--- src/stb_pkg.sv ---
// shared types and constants for the software timer bank
`timescale 1ns / 1ps
package stb_pkg;
    localparam int NUM_TIMERS = 8;
    localparam int TICK_WIDTH = 32;
    localparam int SLOT_W = 3;
    localparam int IDX_W = (NUM_TIMERS > 1) ? $clog2(NUM_TIMERS) : 1;
    localparam int CNT_W = $clog2(NUM_TIMERS + 1);
    localparam int QDEPTH = 2;

    typedef enum logic [2:0] {
        CMD_START = 3'd0, CMD_STOP = 3'd1, CMD_FIRST_RUN = 3'd2, CMD_CHECK = 3'd3,
        CMD_REGISTER = 3'd4, CMD_DEREGISTER = 3'd5, CMD_SERVICE = 3'd6, CMD_BLOCK = 3'd7
    } cmd_t;

    typedef enum logic [2:0] {
        KIND_ACK = 3'd0, KIND_FLAG = 3'd1, KIND_EXPIRY = 3'd2, KIND_DONE = 3'd3,
        KIND_BLOCK = 3'd4
    } kind_t;

    typedef enum logic [2:0] {
        ST_STOP = 3'd0, ST_PRE_RUN = 3'd1, ST_RUN = 3'd2, ST_PRE_FOREVER = 3'd3,
        ST_FOREVER = 3'd4, ST_PRE_STOP = 3'd5
    } status_t;

    typedef struct packed {
        cmd_t                    command;
        logic [SLOT_W-1:0]       slot;
        logic                    slot_ok;
        logic [TICK_WIDTH-1:0]   timeout_ticks;
        logic                    has_callback;
        logic [TICK_WIDTH-1:0]   now_tick;
    } job_t;
endpackage

--- src/stb_front.sv ---
// command intake: classifies items and queues them for the executor
`timescale 1ns / 1ps
module stb_front (
    input  logic          clk,
    input  logic          rst_n,
    input  logic          in_valid,
    output logic          in_ready,
    input  logic [2:0]    command,
    input  logic [2:0]    slot,
    input  logic [31:0]   timeout_ticks,
    input  logic          has_callback,
    input  logic [31:0]   now_tick,
    output logic          job_valid,
    input  logic          job_ready,
    output stb_pkg::job_t job
);
    stb_pkg::job_t q_reg [stb_pkg::QDEPTH];
    logic          wp_reg, rp_reg;
    logic [1:0]    cnt_reg;
    stb_pkg::job_t in_job;
    logic          push, pop;

    always_comb
    begin
        in_job.command       = stb_pkg::cmd_t'(command);
        in_job.slot          = slot;
        in_job.slot_ok       = ({29'd0, slot} < 32'(stb_pkg::NUM_TIMERS));
        in_job.timeout_ticks = timeout_ticks[stb_pkg::TICK_WIDTH-1:0];
        in_job.has_callback  = has_callback;
        in_job.now_tick      = now_tick[stb_pkg::TICK_WIDTH-1:0];
    end

    assign in_ready  = (cnt_reg != 2'd2);
    assign job_valid = (cnt_reg != 2'd0);
    assign job       = q_reg[rp_reg];
    assign push      = in_valid && in_ready;
    assign pop       = job_valid && job_ready;

    always_ff @(posedge clk)
    begin
        if (push)
        begin
            q_reg[wp_reg] <= in_job;
        end
    end

    always_ff @(posedge clk or negedge rst_n)
    begin
        if (!rst_n)
        begin
            wp_reg  <= 1'b0;
            rp_reg  <= 1'b0;
            cnt_reg <= 2'd0;
        end
        else
        begin
            if (push) wp_reg <= ~wp_reg;
            if (pop)  rp_reg <= ~rp_reg;
            cnt_reg <= cnt_reg + {1'b0, push} - {1'b0, pop};
        end
    end
endmodule

--- src/stb_back.sv ---
// executor: slot state, slot walk for service and block-time, result register
`timescale 1ns / 1ps
module stb_back (
    input  logic          clk,
    input  logic          rst_n,
    input  logic          job_valid,
    output logic          job_ready,
    input  stb_pkg::job_t job,
    output logic          out_valid,
    input  logic          out_ready,
    output logic [2:0]    result_kind,
    output logic [2:0]    result_slot,
    output logic          flag,
    output logic [31:0]   block_time,
    output logic          last
);
    localparam int TW = stb_pkg::TICK_WIDTH;
    localparam int N  = stb_pkg::NUM_TIMERS;
    localparam int IW = stb_pkg::IDX_W;

    typedef enum logic [1:0] { S_IDLE, S_WALK, S_EMIT } state_t;

    state_t                state_reg;
    stb_pkg::status_t      status_reg [N];
    logic [TW-1:0]         start_reg  [N];
    logic [TW-1:0]         tmo_reg    [N];
    logic [N-1:0]          regd_reg, cb_reg;
    stb_pkg::job_t         job_reg;
    logic [IW-1:0]         idx_reg;
    logic [TW-1:0]         best_reg;
    logic                  ov_reg, last_reg, flag_reg;
    stb_pkg::kind_t        kind_reg;
    logic [2:0]            rslot_reg;
    logic [31:0]           bt_reg;

    logic [IW-1:0]         si;
    logic [TW-1:0]         el_one, el_walk, rem_walk;
    logic                  idx_end, out_free;
    stb_pkg::status_t      ws;

    assign si        = job.slot[IW-1:0];
    assign el_one    = job.now_tick - start_reg[si];
    assign ws        = status_reg[idx_reg];
    assign el_walk   = job_reg.now_tick - start_reg[idx_reg];
    assign rem_walk  = (el_walk <= tmo_reg[idx_reg]) ? tmo_reg[idx_reg] - el_walk : '0;
    assign idx_end   = ({{(32-IW){1'b0}}, idx_reg} == 32'(N - 1));
    assign out_free  = !ov_reg || out_ready;
    assign job_ready = (state_reg == S_IDLE) && out_free;

    assign out_valid   = ov_reg;
    assign result_kind = kind_reg;
    assign result_slot = rslot_reg;
    assign flag        = flag_reg;
    assign block_time  = bt_reg;
    assign last        = last_reg;

    always_ff @(posedge clk or negedge rst_n)
    begin
        if (!rst_n)
        begin
            state_reg <= S_IDLE;
            ov_reg    <= 1'b0;
            regd_reg  <= '0;
            cb_reg    <= '0;
            idx_reg   <= '0;
            for (int i = 0; i < N; i++)
            begin
                status_reg[i] <= stb_pkg::ST_STOP;
                start_reg[i]  <= '0;
                tmo_reg[i]    <= '0;
            end
        end
        else
        begin
            if (ov_reg && out_ready) ov_reg <= 1'b0;
            case (state_reg)
            S_IDLE:
            begin
                if (job_valid && out_free)
                begin
                    job_reg   <= job;
                    rslot_reg <= job.slot;
                    flag_reg  <= 1'b0;
                    bt_reg    <= '0;
                    last_reg  <= 1'b1;
                    kind_reg  <= stb_pkg::KIND_ACK;
                    ov_reg    <= 1'b1;
                    idx_reg   <= '0;
                    best_reg  <= '1;
                    case (job.command)
                    stb_pkg::CMD_START:
                        if (job.slot_ok)
                        begin
                            start_reg[si]  <= job.now_tick;
                            tmo_reg[si]    <= job.timeout_ticks;
                            status_reg[si] <= (&job.timeout_ticks) ?
                                stb_pkg::ST_PRE_FOREVER : stb_pkg::ST_PRE_RUN;
                        end
                    stb_pkg::CMD_STOP:
                        if (job.slot_ok) status_reg[si] <= stb_pkg::ST_STOP;
                    stb_pkg::CMD_FIRST_RUN:
                    begin
                        kind_reg <= stb_pkg::KIND_FLAG;
                        if (job.slot_ok && status_reg[si] == stb_pkg::ST_PRE_RUN)
                        begin
                            status_reg[si] <= stb_pkg::ST_RUN;
                            flag_reg       <= 1'b1;
                        end
                        else if (job.slot_ok && status_reg[si] == stb_pkg::ST_PRE_FOREVER)
                        begin
                            status_reg[si] <= stb_pkg::ST_FOREVER;
                            flag_reg       <= 1'b1;
                        end
                    end
                    stb_pkg::CMD_CHECK:
                    begin
                        kind_reg <= stb_pkg::KIND_FLAG;
                        if (job.slot_ok)
                        begin
                            case (status_reg[si])
                            stb_pkg::ST_PRE_RUN:  status_reg[si] <= stb_pkg::ST_RUN;
                            stb_pkg::ST_PRE_STOP: status_reg[si] <= stb_pkg::ST_STOP;
                            stb_pkg::ST_RUN:      flag_reg <= (el_one > tmo_reg[si]);
                            default: ;
                            endcase
                        end
                    end
                    stb_pkg::CMD_REGISTER:
                        if (job.slot_ok)
                        begin
                            regd_reg[si] <= 1'b1;
                            cb_reg[si]   <= job.has_callback;
                        end
                    stb_pkg::CMD_DEREGISTER:
                        if (job.slot_ok) regd_reg[si] <= 1'b0;
                    default:
                    begin
                        ov_reg    <= 1'b0;
                        state_reg <= S_WALK;
                    end
                    endcase
                end
            end
            S_WALK:
            begin
                if (out_free)
                begin
                    if (regd_reg[idx_reg])
                    begin
                        if (job_reg.command == stb_pkg::CMD_SERVICE)
                        begin
                            case (ws)
                            stb_pkg::ST_PRE_RUN:  status_reg[idx_reg] <= stb_pkg::ST_RUN;
                            stb_pkg::ST_PRE_STOP: status_reg[idx_reg] <= stb_pkg::ST_STOP;
                            stb_pkg::ST_RUN:
                                if (el_walk > tmo_reg[idx_reg] && cb_reg[idx_reg])
                                begin
                                    status_reg[idx_reg] <= stb_pkg::ST_PRE_STOP;
                                    ov_reg    <= 1'b1;
                                    kind_reg  <= stb_pkg::KIND_EXPIRY;
                                    rslot_reg <= 3'(idx_reg);
                                    flag_reg  <= 1'b1;
                                    bt_reg    <= '0;
                                    last_reg  <= 1'b0;
                                end
                            default: ;
                            endcase
                        end
                        else if (ws == stb_pkg::ST_PRE_STOP)
                        begin
                            best_reg <= '0;
                        end
                        else if (ws == stb_pkg::ST_RUN && rem_walk < best_reg)
                        begin
                            best_reg <= rem_walk;
                        end
                    end
                    idx_reg <= idx_reg + 1'b1;
                    if (idx_end) state_reg <= S_EMIT;
                end
            end
            S_EMIT:
            begin
                if (out_free)
                begin
                    ov_reg    <= 1'b1;
                    rslot_reg <= '0;
                    flag_reg  <= 1'b0;
                    last_reg  <= 1'b1;
                    if (job_reg.command == stb_pkg::CMD_SERVICE)
                    begin
                        kind_reg <= stb_pkg::KIND_DONE;
                        bt_reg   <= '0;
                    end
                    else
                    begin
                        kind_reg <= stb_pkg::KIND_BLOCK;
                        bt_reg   <= 32'(best_reg);
                    end
                    state_reg <= S_IDLE;
                end
            end
            default: state_reg <= S_IDLE;
            endcase
        end
    end
endmodule

--- src/soft_timer_bank.sv ---
// top level of the software timer bank
// channels: s_axis takes commands, m_axis returns results, tlast on the final one
// single-slot commands (start, stop, first_run, check, register, deregister):
//   one result via queue entry and result register; a new command every cycle if no stall
// service pass and block-time query walk the eight slots one per cycle, pausing on a stall,
//   through the slot state registers, and take no new command until the final item is out
// service pass gives one expiry item per registered expired slot with callback, then pass done
// block-time query gives one item with the least remaining ticks
// a two-entry queue sits between command intake and the executor
// when the receiver stalls the result register holds and the walk pauses
// reset stops all slots, clears start, timeout, registered and callback flags
// no configuration registers
`timescale 1ns / 1ps
module soft_timer_bank (
    input  logic        clk,
    input  logic        rst_n,
    input  logic        s_axis_tvalid,
    output logic        s_axis_tready,
    input  logic [71:0] s_axis_tdata,  // command, slot, timeout_ticks, has_callback, now_tick
    output logic        m_axis_tvalid,
    input  logic        m_axis_tready,
    output logic [2:0]  m_axis_tuser,  // result_kind
    output logic [39:0] m_axis_tdata,  // result_slot, flag, block_time
    output logic        m_axis_tlast
);
    logic          job_valid, job_ready;
    stb_pkg::job_t job;
    logic [2:0]    result_slot;
    logic          flag;
    logic [31:0]   block_time;

    stb_front u_front (
        .clk(clk), .rst_n(rst_n),
        .in_valid(s_axis_tvalid), .in_ready(s_axis_tready),
        .command(s_axis_tdata[2:0]), .slot(s_axis_tdata[5:3]),
        .timeout_ticks(s_axis_tdata[37:6]), .has_callback(s_axis_tdata[38]),
        .now_tick(s_axis_tdata[70:39]),
        .job_valid(job_valid), .job_ready(job_ready), .job(job)
    );

    stb_back u_back (
        .clk(clk), .rst_n(rst_n),
        .job_valid(job_valid), .job_ready(job_ready), .job(job),
        .out_valid(m_axis_tvalid), .out_ready(m_axis_tready),
        .result_kind(m_axis_tuser), .result_slot(result_slot), .flag(flag),
        .block_time(block_time), .last(m_axis_tlast)
    );

    assign m_axis_tdata = {4'd0, block_time, flag, result_slot};
endmodule

--- config.mk ---
export PLATFORM = sky130hd
export DESIGN_NAME = soft_timer_bank
export DESIGN_NICKNAME = d
export VERILOG_FILES = /design/src/stb_pkg.sv /design/src/stb_front.sv /design/src/stb_back.sv /design/src/soft_timer_bank.sv
export SDC_FILE = /design/constraint.sdc
export NUM_CORES = 2
export LEC_CHECK = 0
export BUFFER_PORTS_ARGS = -buffer_cell sky130_fd_sc_hd__buf_2
export CAP_MARGIN = 20
export CORE_ASPECT_RATIO = 2
export CORE_UTILIZATION = 63
export CTS_CLUSTER_SIZE = 25
export DETAILED_ROUTE_END_ITERATION = 7
export PLACE_DENSITY = 0.8
export SLEW_MARGIN = 30
export SYNTH_ARGS = -nofsm -noshare
export SYNTH_HDL_FRONTEND = slang
export SYNTH_HIERARCHICAL = 1
export SYNTH_SLANG_ARGS = --single-unit
export TNS_END_PERCENT = 5
--- constraint.sdc ---
create_clock -name clk -period 18.1 [get_ports clk]
set_input_delay 0 -clock clk [delete_from_list [all_inputs] [get_ports clk]]
set_output_delay 0 -clock clk [all_outputs]
set_load 0.005 [all_outputs]
# == Word level (Yosys, flattened, before mapping) ==
# Memory sizes are Yosys's and may differ from the RTL's.
# Cells that the tools add are included.
# classes
mux,129
bitwise_logic,23
n_eq_ne,38
magnitude_cmp,11
addsub,6
reduce_logical,32
# op_table
operator,n
32-bit 2-to-1 mux,24
256-bit bitwise mux,2
32-bit binary-select mux with 3-bit select,4
24-bit 2-to-1 mux,10
32-bit demux with 3-bit select,1
24-bit case mux with 2 select lines,2
24-bit case mux with 4 select lines,1
32-bit case mux with 3 select lines,1
32-bit subtractor,3
24-bit case mux with 3 select lines,1
3-bit 2-to-1 mux,23
32-bit greater-than comparator,2
32-bit case mux with 2 select lines,1
16-bit bitwise AND,3
24-bit bitwise AND,2
16-bit NOT,3
24-bit NOT,2
1-bit 2-to-1 mux,33
32-bit less-or-equal comparator,1
32-bit less-than comparator,1
8-bit OR,4
32-bit AND reduction,1
24-bit bitwise mux,1
3-bit binary-select mux with 3-bit select,2
other kinds (52),111
# totals
elab_cells,280
out_inout_bits,46
n_memories,1
regBits,669
ram_bits,142
input_bits,76
# memory_table
name,words,word_bits,rd,rd_clocked_by_memory_dff,write_ports,line_no,rtl
u_front.q_reg,2,71,1,0,1,stb_front.sv:17,stb_pkg::job_t q_reg [stb_pkg::QDEPTH];

# == Logic depth before layout (Yosys ltp) ==
# depth
depth_word,15
depth_mapped,40
mapped_depth_nobuf,35

# == By module ==
# Netlist, hierarchy kept.
# by_module_without_submodules
module,seq_area_each_um2,cells_each,area_each_um2,n_inst
stb_back,17176.5,3440,37694.9,1
stb_front,4364.2,245,5355.1,1
soft_timer_bank,0.0,6,41.3,1

# == Worst setup path before layout ==
# Ideal clock, no wire load.
# synth_path
path_kind,register to register
start,reg u_back.idx_reg[1]
end,"reg u_back.bt_reg[0], in the netlist u_back/block_time[0] (enable)"
path_slack_ns,5.504
setup_time_ns,0.652
path_stages_with_launch,30
arrival_ns,11.944
required_ns,17.448
period_less_slack_ns,12.596
path_buffers,7
path_cell_list,dfrtp_1 > buf_6 > buf_2 > buf_4 > clkbuf_1 > nor3_1 > clkbuf_1 > a221oi_1 > and3_1 > ha_1 > clkbuf_1 > nand4_1 > nor3_1 > o311ai_0 > nand4_1 > nand2_1 > o21ai_0 > a21oi_1 > o21ai_0 > xnor2_1 > ha_1 > clkbuf_1 > a21oi_1 > o21ai_1 > a21o_1 > a211oi_1 > o221ai_1 > a211oi_4 > nand2_1 > a2111oi_0
# synth_via
elab_chain_len,9
word_cells_on_any_way,22
cone_classes,add/sub: 1; order compare: 1; eq/ne: 4; mux: 13; bitwise: 1; reduce/logical: 2
# synth_lines
item,line_no,rtl
from (decl),stb_back.sv:29,logic [IW-1:0] idx_reg;
from (signal assigned),stb_back.sv:178,idx_reg <= idx_reg + 1'b1;
3-bit NOT with 4-bit output (implied by the code),"stb_back.sv:43, stb_back.sv:44, stb_back.sv:156",
32-bit binary-select mux with 3-bit select,stb_back.sv:44,assign el_walk = job_reg.now_tick - start_reg[idx_reg];
32-bit 2-to-1 mux (implied by the code) (2 in series),stb_back.sv:44,
32-bit subtractor,stb_back.sv:44,
32-bit greater-than comparator,stb_back.sv:156,if (el_walk > tmo_reg[idx_reg] && cb_reg[idx_reg])
1-bit logical AND,stb_back.sv:156,
2-bit by 1-bit != test with 1-bit output (no source line),-,
9-bit AND reduction (no source line) (*),-,
to (signal assigned),stb_back.sv:198,bt_reg <= 32'(best_reg);
to (decl),stb_back.sv:34,logic [31:0] bt_reg;
# Every way passes the cells marked *; elsewhere a longest branch is shown, timed or not. The select of a mux whose other input is x is not followed.
# A chain may end at the register's enable or synchronous reset.

# == Final worst setup path ==
# layout_path
start,reg u_back.idx_reg[2]
end,reg u_back.best_reg[0] (enable)
# layout_via
elab_chain_len,11
word_cells_on_any_way,23
cone_classes,add/sub: 2; order compare: 2; eq/ne: 4; mux: 12; bitwise: 1; reduce/logical: 2
# layout_lines
item,line_no,rtl
3-bit NOT with 4-bit output (implied by the code),"stb_back.sv:43, stb_back.sv:44, stb_back.sv:45",
32-bit binary-select mux with 3-bit select,stb_back.sv:44,
32-bit 2-to-1 mux (implied by the code) (2 in series),stb_back.sv:44,
32-bit subtractor,stb_back.sv:44,
32-bit subtractor / 32-bit less-or-equal comparator (equally long branches),stb_back.sv:45,assign rem_walk = (el_walk <= tmo_reg[idx_reg]) ? tmo_reg[idx_reg] - el_walk : '0;
32-bit 2-to-1 mux,stb_back.sv:45,
32-bit less-than comparator,stb_back.sv:173,else if (ws == stb_pkg::ST_RUN && rem_walk < best_reg)
1-bit logical AND,stb_back.sv:173,
3-bit by 1-bit != test with 1-bit output (no source line),-,
7-bit AND reduction (no source line) (*),-,
to (signal assigned),stb_back.sv:175,best_reg <= rem_walk;
to (decl),stb_back.sv:30,logic [TW-1:0] best_reg;
# Marks and branches as above.

==> summary by stage <==
GRT
Entering global routing, the biggest net connects 147 pins. Across every metal layer, demand over resource in global routing totals 0.393. The number of antenna violations at the first check in global routing is 6. The number of global-route vias before repair was 35.2k. The first global-routing pass estimated 205000 um of wire. The total overflow left after global routing is 0.

STA
For the final routed database, the setup TNS stands at 0 ns. The number of hold violations in the final report is 0. The worst clock skew on the final layout is 0.0226 ns. Setup violations remaining at the end of the flow were counted as 0.

Setup repair after global routing left no endpoint under its margin. The maximum clock frequency is a little under 100 MHz. Measured against its own limit, the worst slew margin works out to 0.287. For the finished layout, the period the worst path requires is 10.38 ns.

The transition time at the pin with the least slew margin is 1.07 ns. The post-route fraction of the period consumed by the critical path is 0.573. The number of pins exceeding their max-slew limit in the final report came to 0.

Route
The count of nets left with antenna violations after detail routing is 0. The final layout contains routed wiring with a total length of about 140000 um. The routed layout has around 35k vias. After the first detailed-routing iteration, the DRC count stood at ~4.4k. The post-detailed-route DRC marker count is 0.

The average via count per standard cell is 7.32. The pre-antenna-repair detailed-routing pass consisted of 7 iterations. Dividing the detail-routed wire length by the instance count gives about 29 um.

Placed design
Detailed placement ended at an HPWL of between 80000 and 90000 um. The last weighted congestion value of the routability-driven placer is 1.04. The count of buffers inserted at the top-level ports is about 120.

Floorplan
approximately 120 I/O pins were placed. For this configuration, the core starts out at a cell density of 0.636. The die height is 372 um. The area of the placeable core is approximately 68000 um2. The die width is 187 um. The floorplan has between 100 and 150 rows. The die covers 69500 um2.

Yosys
The cell count after synthesis is ~3.7k. After synthesis, the cell types taking the most area are sky130_fd_sc_hd__dfrtp_1 (33%), sky130_fd_sc_hd__edfxtp_1 (17%), sky130_fd_sc_hd__mux2_2 (15%). In this run the cell area of the synthesized design comes to 43100 um2. The share of the Yosys chip area taken by registers is 0.500.

The leading register cell type out of synthesis is sky130_fd_sc_hd__dfrtp_1. The mean cell area of the mapped netlist is approximately 12 um2. Yosys mapped a number of flops with a built-in enable equal to 249. The number of flip-flops and latches in the synthesized netlist is between 800 and 900. sky130_fd_sc_hd__dfrtp_1 takes more of the synthesized area than any other cell.

For this run, asynchronously set or reset flops after synthesis account for 0.693. During synthesis, Yosys emitted a total of 6 warnings. The number of distinct library cells after synthesis is 91. The share of synthesized area in the top cell type comes to 0.326.

Finish
The share of final-layout standard cells stronger than drive strength 1 is 0.251. The layout overhead on the synthesized area is 10.9%. Registers take 21500 um2. In the final layout, the multi-input gates occupy 20500 um2. The number of nets in the final layout is 4030.

The fill cell instance count of the final layout is about 4.8k. Leaving out fill and tap cells, the most frequent cell in the layout is sky130_fd_sc_hd__mux2_2. In the layout the commonest cells are sky130_fd_sc_hd__mux2_2 (588), sky130_fd_sc_hd__dfrtp_1 (561), sky130_fd_sc_hd__o22ai_1 (258).

Outcome
The flow ran to the end, and the final reports show no timing, DRC or antenna violations.

Clock network
TritonCTS built the clock tree. Clock tree synthesis found a total of 811 sinks. In this run the deepest clock path goes through 3 buffers. The worst-skew pair later-pin latency is 0.65 ns. TritonCTS created 71 clock buffers.

The maximum level of the CTS H-tree is 3. The clock transition at the registers of the reported paths is 0.07 ns. Clock tree synthesis selected as its root buffer the cell sky130_fd_sc_hd__clkbuf_16. Once the clock tree was built, the resizer swapped 0 gates to a different size.

Worst setup path
The delay of the slowest cell on the worst path is 0.60 ns. The worst setup path is launched from a register. The cell type of the slowest stage on the worst timing path is sky130_fd_sc_hd__nor2b_1. At the worst endpoint, the required time is 18.39 ns. The slack of the worst reg-to-reg path is 7.72 ns. STA classifies the critical path endpoint as a register.

The maximum fanout along the worst path is 37. The kind of critical path is register to register. Data on the critical path arrives at its endpoint at 10.67 ns.

Run
Max-cap violations in this run came to 0.

Min path
The worst hold path belongs to the class input port to register.
[critical path: cells and delay by family (launching register included)]
kind            cells  cell delay, ns
fa+ha+maj           3            1.10
flops               1            0.32
compound gates     17            3.73
xor+xnor            1            0.24
simple gates       11            2.94
buf+inv             4            1.61
[cells in the mapped netlist, drive strengths merged (6+ instances only)]
master / number
dfrtp: 562
o31ai: 14
nor4: 40
o21bai: 11
nor3: 21
and3: 55
xnor2: 62
xor2: 26
a22oi: 182
edfxtp: 249
o211ai: 12
nor2: 139
nor2b: 23
o22a: 14
inv: 76
mux2i: 14
o21ai: 152
or2: 8
or4: 38
o2111ai: 6
a21o: 53
and4: 24
mux2: 589
clkbuf: 196
nand2: 144
a31oi: 16
o21a: 19
nand4: 40
a221oi: 41
a22o: 49
a21oi: 141
nand2b: 23
buf: 48
nand3: 50
ha: 164
and2: 42
a211oi: 14
o22ai: 258
[kinds of logic (layout without fill, tap and decap cells)]
logic type | Yosys count | in the layout | synth area share
buf+inv | 322 | 473 | 0.0302
fa+ha+maj | 167 | 167 | 0.0490
simple gates | 668 | 668 | 0.0824
compound gates | 1025 | 1025 | 0.161
mux | 608 | 608 | 0.160
xor+xnor | 88 | 88 | 0.0179
other cells | 2 | 8 | 0.000174
flops | 811 | 811 | 0.500
[metal layers]
| metal | track usage | vias to the layer above | part of all wire |
|---|---|---|---|
| li1 | - | 14400 | - |
| met1 | 0.418 | 16900 | 0.32 |
| met2 | 0.665 | 2473 | 0.49 |
| met3 | 0.101 | 877 | 0.10 |
| met4 | 0.310 | 8 | 0.088 |
| met5 | 0 | - | 0.00037 |
[timing repair]
item                                   in CTS  in global routing
buffers inserted                            0                  0
endpoints found under the hold margin     280                  0
hold buffers                               76                  0
[worst paths after layout]
path | start | endpoint | cells after the start
setup / recovery | u_back/idx_reg[2] | u_back/best_reg[0] | 36
hold / removal | s_axis_tdata[38] | u_front/q_reg[1][32] | 2
setup reg to reg | u_back/idx_reg[2] | u_back/best_reg[0] | 36
hold reg to reg | u_back/cb_reg[4] | u_back/cb_reg[4] | 1
max in group asynchronous | rst_n | u_back/tmo_reg[91] | 6
min in group asynchronous | rst_n | u_back/start_reg[7] | 4
[layout make-up]
cell class                      count  area share
Sequential cell                   811       0.451
Tap cell                          890      0.0233
Multi-Input combinational cell   2561       0.429
Inverter                           78     0.00613
Clock buffer                       94      0.0412
Clock inverter                     37     0.00786
Antenna cell                        3    0.000157
Timing Repair Buffer              264      0.0416
[metrics by stage]
step	hold WS, ns	util	area, um2	worst slack [ns]	cells
2_1_floorplan	-0.296	-	43100	5.50	3694
3_3_place_gp	0.00227	0.657	44500	8.03	4522
3_5_place_dp	0.00350	0.657	44500	7.98	4523
4_1_cts	0.0384	0.703	47600	7.96	4730
5_1_grt	0.0735	0.705	47800	7.37	4735
6_report	0.0672	0.705	47800	7.72	4738
Power is left out: the tool's default activity adds up to more than one toggle a clock period on the data nets, which glitch-free logic cannot reach.
